===== src/hw/rtl/h2r_pkg.sv =====
// Shared types and constants for the HSV to RGB pixel converter.
// No dependencies; every other file in hw/rtl imports this package.
package h2r_pkg;

  localparam int HUE_W  = 15;
  localparam int SV_W   = 9;
  localparam int CH_W   = 8;
  localparam int REM_W  = 12;
  localparam int PROD_W = 21;
  localparam int QN_W   = 20;
  localparam int VQ_W   = 29;
  localparam int VP_W   = 17;

  localparam logic [HUE_W-1:0]  HUE_FULL   = 15'd23040;
  localparam logic [HUE_W-1:0]  HUE_SECTOR = 15'd3840;
  localparam logic [REM_W-1:0]  REM_SECTOR = 12'd3840;
  localparam logic [SV_W-1:0]   ONE_Q8     = 9'd256;
  localparam logic [PROD_W-1:0] Q_FULL     = 21'd983040;  // 256 * 3840
  localparam logic [CH_W-1:0]   ALPHA_OUT  = 8'd255;

  typedef enum logic [2:0] {
    SEC_RED     = 3'd0,
    SEC_YELLOW  = 3'd1,
    SEC_GREEN   = 3'd2,
    SEC_CYAN    = 3'd3,
    SEC_BLUE    = 3'd4,
    SEC_MAGENTA = 3'd5
  } sector_t;

  // Scaled channel candidates, routed to red/green/blue by sector.
  typedef struct packed {
    sector_t          sector;
    logic [CH_W-1:0]  vch;
    logic [CH_W-1:0]  pch;
    logic [CH_W-1:0]  qch;
    logic [CH_W-1:0]  tch;
  } chan_t;

endpackage


===== src/hw/rtl/h2r_if.sv =====
// Valid/ready channel interfaces for HSV pixels in and RGBA pixels out.
// Depends on h2r_pkg for field widths.
interface hsv_if;
  import h2r_pkg::*;
  logic              valid;
  logic              ready;
  logic [HUE_W-1:0]  hue;
  logic [SV_W-1:0]   saturation;
  logic [SV_W-1:0]   brightness;

  modport source (output valid, hue, saturation, brightness, input ready);
  modport sink   (input valid, hue, saturation, brightness, output ready);
endinterface

interface rgb_if;
  import h2r_pkg::*;
  logic             valid;
  logic             ready;
  logic [CH_W-1:0]  red;
  logic [CH_W-1:0]  green;
  logic [CH_W-1:0]  blue;
  logic [CH_W-1:0]  alpha;

  modport source (output valid, red, green, blue, alpha, input ready);
  modport sink   (input valid, red, green, blue, alpha, output ready);
endinterface


===== src/hw/rtl/h2r_pipe.sv =====
// Five-stage arithmetic pipeline: wrap/clamp, sector split, s*f products,
// v products, scale by 255. Depends on h2r_pkg and hsv_if.
module h2r_pipe (
  input  logic           clk,
  input  logic           rst,
  hsv_if.sink            hsv,
  output logic           res_valid,
  input  logic           res_ready,
  output h2r_pkg::chan_t res
);
  import h2r_pkg::*;

  localparam int NSTG = 5;

  logic [NSTG-1:0] vld;
  logic [NSTG:0]   rdy;

  // stage 0: wrapped hue, clamped s and v
  logic [HUE_W-1:0] h0;
  logic [SV_W-1:0]  s0, v0;
  // stage 1: sector and remainder
  sector_t          sec1;
  logic [REM_W-1:0] rem1;
  logic [SV_W-1:0]  s1, v1;
  // stage 2: s*rem, s*(sector-rem), 1-s
  sector_t           sec2;
  logic [PROD_W-1:0] pa2, pb2;
  logic [SV_W-1:0]   pn2, v2;
  // stage 3: products with v
  sector_t           sec3;
  logic [VQ_W-1:0]   vq3, vt3;
  logic [VP_W-1:0]   vp3;
  logic [SV_W-1:0]   v3;
  // stage 4: scaled channels
  chan_t             ch4;

  logic [HUE_W-1:0]  h_wrap;
  logic [SV_W-1:0]   s_clamp, v_clamp;
  sector_t           sec_next;
  logic [HUE_W-1:0]  base;
  logic [HUE_W-1:0]  rem_full;
  logic [PROD_W-1:0] pa_next, pb_next;
  logic [QN_W-1:0]   qn, tn;
  logic [32:0]       q17, t17;
  logic [24:0]       p255;
  logic [16:0]       v255;

  // A stage takes a beat when it is empty or its content moves on.
  assign rdy[NSTG] = res_ready;
  for (genvar k = 0; k < NSTG; k++) begin : g_rdy
    assign rdy[k] = !vld[k] || rdy[k+1];
  end

  assign hsv.ready = rdy[0];
  assign res_valid = vld[NSTG-1];
  assign res       = ch4;

  always_ff @(posedge clk) begin
    if (rst) begin
      vld <= '0;
    end else begin
      if (rdy[0]) vld[0] <= hsv.valid;
      for (int k = 1; k < NSTG; k++) begin
        if (rdy[k]) vld[k] <= vld[k-1];
      end
    end
  end

  // Stage 0: fold hue at or above 360 degrees, saturate s and v at 1.0.
  assign h_wrap  = (hsv.hue >= HUE_FULL) ? hsv.hue - HUE_FULL : hsv.hue;
  assign s_clamp = (hsv.saturation > ONE_Q8) ? ONE_Q8 : hsv.saturation;
  assign v_clamp = (hsv.brightness > ONE_Q8) ? ONE_Q8 : hsv.brightness;

  always_ff @(posedge clk) begin
    if (rdy[0] && hsv.valid) begin
      h0 <= h_wrap;
      s0 <= s_clamp;
      v0 <= v_clamp;
    end
  end

  // Stage 1: divide by 60 degrees through threshold compares.
  always_comb begin
    priority if (h0 >= 15'(5 * 3840)) begin
      sec_next = SEC_MAGENTA;
      base     = 15'(5 * 3840);
    end else if (h0 >= 15'(4 * 3840)) begin
      sec_next = SEC_BLUE;
      base     = 15'(4 * 3840);
    end else if (h0 >= 15'(3 * 3840)) begin
      sec_next = SEC_CYAN;
      base     = 15'(3 * 3840);
    end else if (h0 >= 15'(2 * 3840)) begin
      sec_next = SEC_GREEN;
      base     = 15'(2 * 3840);
    end else if (h0 >= HUE_SECTOR) begin
      sec_next = SEC_YELLOW;
      base     = HUE_SECTOR;
    end else begin
      sec_next = SEC_RED;
      base     = '0;
    end
  end
  assign rem_full = h0 - base;

  always_ff @(posedge clk) begin
    if (rdy[1] && vld[0]) begin
      sec1 <= sec_next;
      rem1 <= rem_full[REM_W-1:0];
      s1   <= s0;
      v1   <= v0;
    end
  end

  // Stage 2: s*f and s*(1-f) in hue units.
  assign pa_next = PROD_W'(s1) * PROD_W'(rem1);
  assign pb_next = PROD_W'(s1) * PROD_W'(REM_SECTOR - rem1);

  always_ff @(posedge clk) begin
    if (rdy[2] && vld[1]) begin
      sec2 <= sec1;
      pa2  <= pa_next;
      pb2  <= pb_next;
      pn2  <= ONE_Q8 - s1;
      v2   <= v1;
    end
  end

  // Stage 3: multiply the numerators by v.
  assign qn = QN_W'(Q_FULL - pa2);
  assign tn = QN_W'(Q_FULL - pb2);

  always_ff @(posedge clk) begin
    if (rdy[3] && vld[2]) begin
      sec3 <= sec2;
      vq3  <= VQ_W'(v2) * VQ_W'(qn);
      vt3  <= VQ_W'(v2) * VQ_W'(tn);
      vp3  <= VP_W'(v2) * VP_W'(pn2);
      v3   <= v2;
    end
  end

  // Stage 4: 255 / (65536 * 3840) reduces to 17 / 2^24 for q and t.
  assign q17  = 33'(vq3) + (33'(vq3) << 4);
  assign t17  = 33'(vt3) + (33'(vt3) << 4);
  assign p255 = (25'(vp3) << 8) - 25'(vp3);
  assign v255 = (17'(v3) << 8) - 17'(v3);

  always_ff @(posedge clk) begin
    if (rdy[4] && vld[3]) begin
      ch4.sector <= sec3;
      ch4.qch    <= q17[31:24];
      ch4.tch    <= t17[31:24];
      ch4.pch    <= p255[23:16];
      ch4.vch    <= v255[15:8];
    end
  end

  a_hold_on_stall: assert property (@(posedge clk) disable iff (rst)
    vld[NSTG-1] && !res_ready |=> vld[NSTG-1] && $stable(ch4))
    else $error("scaled channels changed under a stall");

  a_rem_range: assert property (@(posedge clk) disable iff (rst)
    vld[1] |-> rem1 < REM_SECTOR)
    else $error("hue remainder outside one sector");

  a_value_max: assert property (@(posedge clk) disable iff (rst)
    vld[NSTG-1] |-> ch4.pch <= ch4.vch && ch4.qch <= ch4.vch && ch4.tch <= ch4.vch)
    else $error("channel candidate above value");

  a_no_loss: assert property (@(posedge clk) disable iff (rst)
    vld[2] && !rdy[3] |=> vld[2])
    else $error("stalled stage dropped its beat");

endmodule


===== src/hw/rtl/hsv_to_rgb_converter_top.sv =====
// Top level of the HSV to RGB pixel converter: arithmetic pipeline plus
// sector routing into the output register. Depends on h2r_pkg, h2r_if, h2r_pipe.
//
//   port   dir   beat contents
//   hsv    in    hue (15b, 1/64 deg), saturation (9b Q1.8), brightness (9b Q1.8)
//   rgb    out   red, green, blue, alpha (8b each, alpha fixed at 255)
//
// One pixel per clock sustained while rgb is not stalled; an accepted hsv beat
// passes the five arithmetic stages (the first loaded on the accept edge) and
// then the output register, whose load raises rgb.valid.
// Synchronous reset clears all valid bits; payload registers are not reset.
// Each stage has its own ready, so a stall at rgb lets bubbles close up and
// hsv keeps accepting until the pipeline is full; nothing is lost or repeated.
module hsv_to_rgb_converter_top (
  input  logic clk,
  input  logic rst,
  hsv_if.sink  hsv,
  rgb_if.source rgb
);
  import h2r_pkg::*;

  logic  pipe_valid;
  logic  pipe_ready;
  chan_t pipe_res;

  logic [CH_W-1:0] red_next, green_next, blue_next;

  h2r_pipe u_pipe (
    .clk       (clk),
    .rst       (rst),
    .hsv       (hsv),
    .res_valid (pipe_valid),
    .res_ready (pipe_ready),
    .res       (pipe_res)
  );

  assign pipe_ready = !rgb.valid || rgb.ready;

  always_comb begin
    unique case (pipe_res.sector)
      SEC_RED: begin
        red_next = pipe_res.vch; green_next = pipe_res.tch; blue_next = pipe_res.pch;
      end
      SEC_YELLOW: begin
        red_next = pipe_res.qch; green_next = pipe_res.vch; blue_next = pipe_res.pch;
      end
      SEC_GREEN: begin
        red_next = pipe_res.pch; green_next = pipe_res.vch; blue_next = pipe_res.tch;
      end
      SEC_CYAN: begin
        red_next = pipe_res.pch; green_next = pipe_res.qch; blue_next = pipe_res.vch;
      end
      SEC_BLUE: begin
        red_next = pipe_res.tch; green_next = pipe_res.pch; blue_next = pipe_res.vch;
      end
      default: begin
        red_next = pipe_res.vch; green_next = pipe_res.pch; blue_next = pipe_res.qch;
      end
    endcase
  end

  always_ff @(posedge clk) begin
    if (rst) begin
      rgb.valid <= 1'b0;
    end else if (pipe_ready) begin
      rgb.valid <= pipe_valid;
    end
  end

  always_ff @(posedge clk) begin
    if (pipe_ready && pipe_valid) begin
      rgb.red   <= red_next;
      rgb.green <= green_next;
      rgb.blue  <= blue_next;
    end
  end

  assign rgb.alpha = ALPHA_OUT;

  a_take_to_out: assert property (@(posedge clk) disable iff (rst)
    pipe_valid && pipe_ready |=> rgb.valid)
    else $error("beat taken from pipeline did not reach output");

  a_out_hold: assert property (@(posedge clk) disable iff (rst)
    rgb.valid && !rgb.ready |=> rgb.valid && $stable({rgb.red, rgb.green, rgb.blue}))
    else $error("output beat changed under a stall");

  a_grey_sector_free: assert property (@(posedge clk) disable iff (rst)
    pipe_valid && pipe_ready && pipe_res.pch == pipe_res.vch
      |=> rgb.red == rgb.green && rgb.green == rgb.blue)
    else $error("grey pixel not equal on all channels");

endmodule

===== src/flat_wrapper.sv =====
// flat-port wrapper written by rule: the top's interface ports become plain ports
module hsv_to_rgb_converter_top_flat import h2r_pkg::*;
  (clk, rst, hsv_valid, hsv_hue, hsv_saturation, hsv_brightness, hsv_ready, rgb_valid, rgb_red, rgb_green, rgb_blue, rgb_alpha, rgb_ready);
  hsv_if hsv_i ();
  rgb_if rgb_i ();
  input  logic clk;
  input  logic rst;
  input wire logic [$bits(hsv_i.valid)-1:0] hsv_valid;
  input wire logic [$bits(hsv_i.hue)-1:0] hsv_hue;
  input wire logic [$bits(hsv_i.saturation)-1:0] hsv_saturation;
  input wire logic [$bits(hsv_i.brightness)-1:0] hsv_brightness;
  output wire logic [$bits(hsv_i.ready)-1:0] hsv_ready;
  output wire logic [$bits(rgb_i.valid)-1:0] rgb_valid;
  output wire logic [$bits(rgb_i.red)-1:0] rgb_red;
  output wire logic [$bits(rgb_i.green)-1:0] rgb_green;
  output wire logic [$bits(rgb_i.blue)-1:0] rgb_blue;
  output wire logic [$bits(rgb_i.alpha)-1:0] rgb_alpha;
  input wire logic [$bits(rgb_i.ready)-1:0] rgb_ready;
  assign hsv_i.valid = hsv_valid;
  assign hsv_i.hue = hsv_hue;
  assign hsv_i.saturation = hsv_saturation;
  assign hsv_i.brightness = hsv_brightness;
  assign hsv_ready = hsv_i.ready;
  assign rgb_valid = rgb_i.valid;
  assign rgb_red = rgb_i.red;
  assign rgb_green = rgb_i.green;
  assign rgb_blue = rgb_i.blue;
  assign rgb_alpha = rgb_i.alpha;
  assign rgb_i.ready = rgb_ready;
  hsv_to_rgb_converter_top u_core (.clk(clk), .rst(rst), .hsv(hsv_i), .rgb(rgb_i));
endmodule

===== config.mk =====
export PLATFORM = sky130hd
export DESIGN_NAME = hsv_to_rgb_converter_top_flat
export DESIGN_NICKNAME = d
export VERILOG_FILES = /design/src/hw/rtl/h2r_pkg.sv /design/src/hw/rtl/h2r_if.sv /design/src/hw/rtl/h2r_pipe.sv /design/src/hw/rtl/hsv_to_rgb_converter_top.sv /design/src/flat_wrapper.sv
export SDC_FILE = /design/constraint.sdc
export NUM_CORES = 2
export LEC_CHECK = 0
export BUFFER_PORTS_ARGS = -buffer_cell sky130_fd_sc_hd__buf_2
export CAP_MARGIN = 20
export CORE_ASPECT_RATIO = 0.5
export CORE_UTILIZATION = 35
export DETAILED_ROUTE_END_ITERATION = 12
export HOLD_SLACK_MARGIN = 0.15
export PLACE_DENSITY = 0.47
export RECOVER_POWER = 50
export SLEW_MARGIN = 10
export SYNTH_ARGS = -nofsm -noshare
export SYNTH_HDL_FRONTEND = slang
export SYNTH_SLANG_ARGS = --single-unit
export TNS_END_PERCENT = 50

===== constraint.sdc =====
create_clock -name clk -period 7.5 [get_ports clk]
set_clock_uncertainty 0.1 [all_clocks]
set_input_delay 0.75 -clock clk [delete_from_list [all_inputs] [get_ports clk]]
set_output_delay 0.75 -clock clk [all_outputs]
set_load 0.02 [all_outputs]

==> flow_summary_export.csv <==
group,metric,value,unit
synth,syn_area_per_cell,10.1,µm²
routing,drtAntennaViolNets,0,
pwr,netSwitchingFraction,44.9,%
timing,tightest_slew,2.89,ns
placed_design,io_buffers,62,
clocking,worstSkewPairLatency,0.60,ns
synth,syn_inst,3273,
pwr,leakage,0.0163,µW
timing,rsz0062_at_grt,"no",
synth,syn_area,32900,µm²
final_layout,area_growth,9.30,%
clocking,clock_sinks,277,
pwr,combPwrFrac,69.8,%
global_route,antenna_found_initial,5,
setup_path,critPathRequiredTime,7.72,ns
synth,synth_top_area_share,28.2,%
setup_path,path_max_fanout,9,
pwr,p_seq_share,18.7,%
timing,hold_viol,0,
global_route,grt_max_degree,87,
synth,synthFlopType,"edfxtp_1",
timing,setup_slack,0.405,ns
outcome,status,"finished with violations",
floorplan,die_area,95300,µm²
pwr,power.density,387,nW/µm²
global_route,grt_pass1_vias,23000,
synth,synth_top_area_cell,"fa_1",
synth,ys_ff_latch,277,
synth,synthArstFlopShare,0,%
routing,drt_iter0_drc,1061,
clocking,cts_tree,"built",
global_route,grt_pass1_wl,128000,µm
setup_path,critPathLaunchType,"register",
synth,ys_types,71,
timing,layout_min_cycle_time,7.10,ns
final_layout,drive_above_1_share,5.35,%
routing,dr.pass1.iters,6,
clocking,h-tree-depth,1,
timing,tns,0,ns
synth,synthSimpleGateAreaFrac,15.2,%
timing,setup_viol,0,
worst_hold_path,hp-class,"primary input to register",
run,cap_violations,7,
clocking,cts_buffers,29,
pwr,p_int,7680,µW
synth,yosys.area_share.adder,38.9,%
clocking,cts_buffer_depth,3,
floorplan,die_w,436,µm
floorplan,ios,71,
floorplan,fp-row-count,79,
timing,slew_headroom,-93.0,%
routing,wl_per_cell,17.2,µm
synth,synthXorXnorAreaFrac,4.87,%
clocking,cts_hold_buf,0,
floorplan,start_util,35.4,%
placed_design,pre_cts_slack,0.412,ns
final_layout,stdcell_area,36000,µm²
synth,synth_top_family_by_area,"adder cells",
synth,muxShareOfSynthArea,1.30,%
timing,post-route-period-util,94.6,%
floorplan,core_area,93000,µm²
floorplan,die_h,219,µm
placed_design,place.detailed.hpwl,63900,µm
timing,fmax,0.141,GHz
clocking,cts-root-buf,"clkbuf_16",
pwr,ir_drop,345,µV
global_route,grt-ovfl-total,0,
synth,seq_area_frac_synth,25.1,%
pwr,power.switching,6250,µW
global_route,grtUsageTotal,17.1,%
final_layout,fill_cells,9164,
synth,yosys_warnings,0,
setup_path,crit_type,"register to register",
routing,vias_per_cell,4.73,
timing,slew_violations,270,
final_layout,diodes,0,
routing,wirelength,79400,µm
outcome,failed_checks,"max-capacitance violations, max-slew violations",
placed_design,dpl_cell_area,35000,µm²
synth,ys_top_cells_by_area,"fa_1 (28%), edfxtp_1 (25%), ha_1 (11%)",
setup_path,critPathArrivalTime,7.32,ns
setup_path,crit_path_end_kind,"register",
placed_design,gp_congestion,0.847,
routing,drc,0,
synth,synth_edf_count,271,
final_layout,finalNetCount,4124,
pwr,clock_power_share,11.4,%
synth,synth-compound-area-share,6.61,%
clocking,clk_pin_slew_worst_paths,0.08,ns
routing,num_vias,21800,
-- critical path, stage by stage (launching register included) --
cell and delay [ns]:
edfxtp_1 0.45, or4_1 0.60, nor4_1 0.27, buf_4 0.18, xnor2_1 0.32, nand2_1 0.15, fa_1 0.52, inv_1 0.06
fa_1 0.46, fa_1 0.49, inv_1 0.06, fa_1 0.54, inv_1 0.04, ha_1 0.24, or3_4 0.40, o221ai_1 0.18
o21ba_1 0.21, o41a_1 0.37, a21oi_2 0.25, o221ai_2 0.15, a211o_1 0.33, a2111oi_2 0.37, nor3_1 0.08
-- what timing repair did --
action	CTS	global route
buffers inserted	0	2
gates resized for setup	0	0
endpoints found under the setup margin	0	1
-- Yosys cell counts, drive strengths merged (10+ instances only) --
library cell and number:
o21bai 12, inv 579, mux2i 19, clkbuf 99
o21a 21, fa 463, nand3 18, a21oi 101
nor2b 44, edfxtp 271, o22ai 10, nand2b 13
nand4 11, a211oi 26, and2 344, nand2 371
xor2 48, nor3 26, buf 16, xnor2 135
o21ai 68, a21o 32, nor2 110, ha 283
mux2 21, or4 11, nor4 17
-- per-layer routing --
metal,share of wire (%),routed length (µm),track usage [%]
met1,51,40500,24.9
met2,44,34800,27.3
met3,3.7,2950,2.31
met4,1.4,1110,2.76
met5,0,0,0
-- sequential cells by signal, indices dropped and copies added, names as in the netlist --
register and cells:
u_core.u_pipe.sec2 3, u_core.u_pipe.pb2 19, u_core.rgb.blue 8, u_core.u_pipe.s0 9, u_core.rgb.red 8, u_core.u_pipe.v0 9, u_core.u_pipe.res 35, u_core.rgb.green 8
u_core.u_pipe.v2 9, u_core.rgb.valid 1, u_core.u_pipe.sec1 3, u_core.u_pipe.vt3 28, u_core.u_pipe.pa2 20, u_core.u_pipe.s1 9, u_core.u_pipe.v1 9, u_core.u_pipe.rem1 12
u_core.u_pipe.v3 9, u_core.u_pipe.vp3 17, u_core.u_pipe.sec3 3, u_core.u_pipe.pn2 9, u_core.u_pipe.h0 15, u_core.u_pipe.vld 5, u_core.u_pipe.vq3 29
-- power groups by stage --
| stage | registers [µW] | clock network, µW | logic, µW |
|---|---|---|---|
| 2_1_floorplan | 2560 | 0 | 7540 |
| 3_3_place_gp | 2640 | 0 | 9690 |
| 5_1_grt | 2630 | 1700 | 11200 |
| 6_report | 2610 | 1590 | 9730 |
| 4_1_cts | 2610 | 1650 | 9860 |
| 3_5_place_dp | 2640 | 0 | 9780 |
-- through the flow --
stage / utilization, % / std cells / power [µW] / hold WS (ns)
after CTS: 38.8 / 4614 / 14100 / 0.212
after detailed placement: 37.7 / 4562 / 12400 / 0.305
after floorplan: - / 3280 / 10100 / 0.300
after global routing: 38.7 / 4617 / 15500 / 0.215
after global placement: 37.7 / 4562 / 12300 / 0.301
final: 38.7 / 4617 / 13900 / 0.254
-- final timing paths --
path | end | slack, ns | cells after the start | from
worst min register to register | u_core.u_pipe.rem1[5] | 0.31 | 0 | u_core.u_pipe.h0[5]
worst max-delay path | u_core.u_pipe.vq3[28] | 0.40 | 22 | u_core.u_pipe.pa2[5]
worst min-delay path | u_core.u_pipe.h0[4] | 0.25 | 1 | hsv_hue[4]
worst max register to register | u_core.u_pipe.vq3[28] | 0.40 | 22 | u_core.u_pipe.pa2[5]
-- final cells by class --
class                   instances  area [µm²]  share of cell area (%)
clock buffers                  34         754                    2.10
multi-input cells            2309       22100                    61.4
clock inverters                18         269                   0.748
repair buffers                145         857                    2.38
flip-flops and latches        277        8260                    23.0
well taps                    1255        1570                    4.37
inverters                     579        2170                    6.04
-- cell families after synthesis --
| family | after synthesis |
|---|---|
| flops | 277 |
| simple gates | 993 |
| buf+inv | 694 |
| compound gates | 339 |
| xor+xnor | 183 |
| other cells | 1 |
| mux | 40 |
| fa+ha+maj | 746 |
-- cell usage in the layout, fill, tap and decap left out, types with 6 or more instances in the layout --
cell       Yosys  final
a211oi_1      26     26
a21o_1        32     32
a21oi_1      100    100
a31oi_1        9      8
and2_1       344    340
and3_1         8      8
buf_2          0     27
buf_4          8     70
bufinv_16      0      6
clkbuf_1      99     51
clkbuf_16      0     29
conb_1         1      8
dfxtp_1        6      6
edfxtp_1     271    271
fa_1         463    463
ha_1         283    283
inv_1        579    579
mux2_2        21     21
mux2i_1       19     19
nand2_1      371    371
nand2b_1      13     13
nand3_1       18     18
nand4_1       11     11
nor2_1       110    110
nor2b_1       44     43
nor3_1        26     26
nor4_1        17     17
o2111ai_1      6      6
o211ai_1       7      7
o21a_1        21     21
o21ai_0       61     61
o21ai_1        7      7
o21bai_1      12     12
o22ai_1       10     10
or4_1         10     10
xnor2_1      135    135
xor2_1        48     48
(Power assumes the default switching activity.)
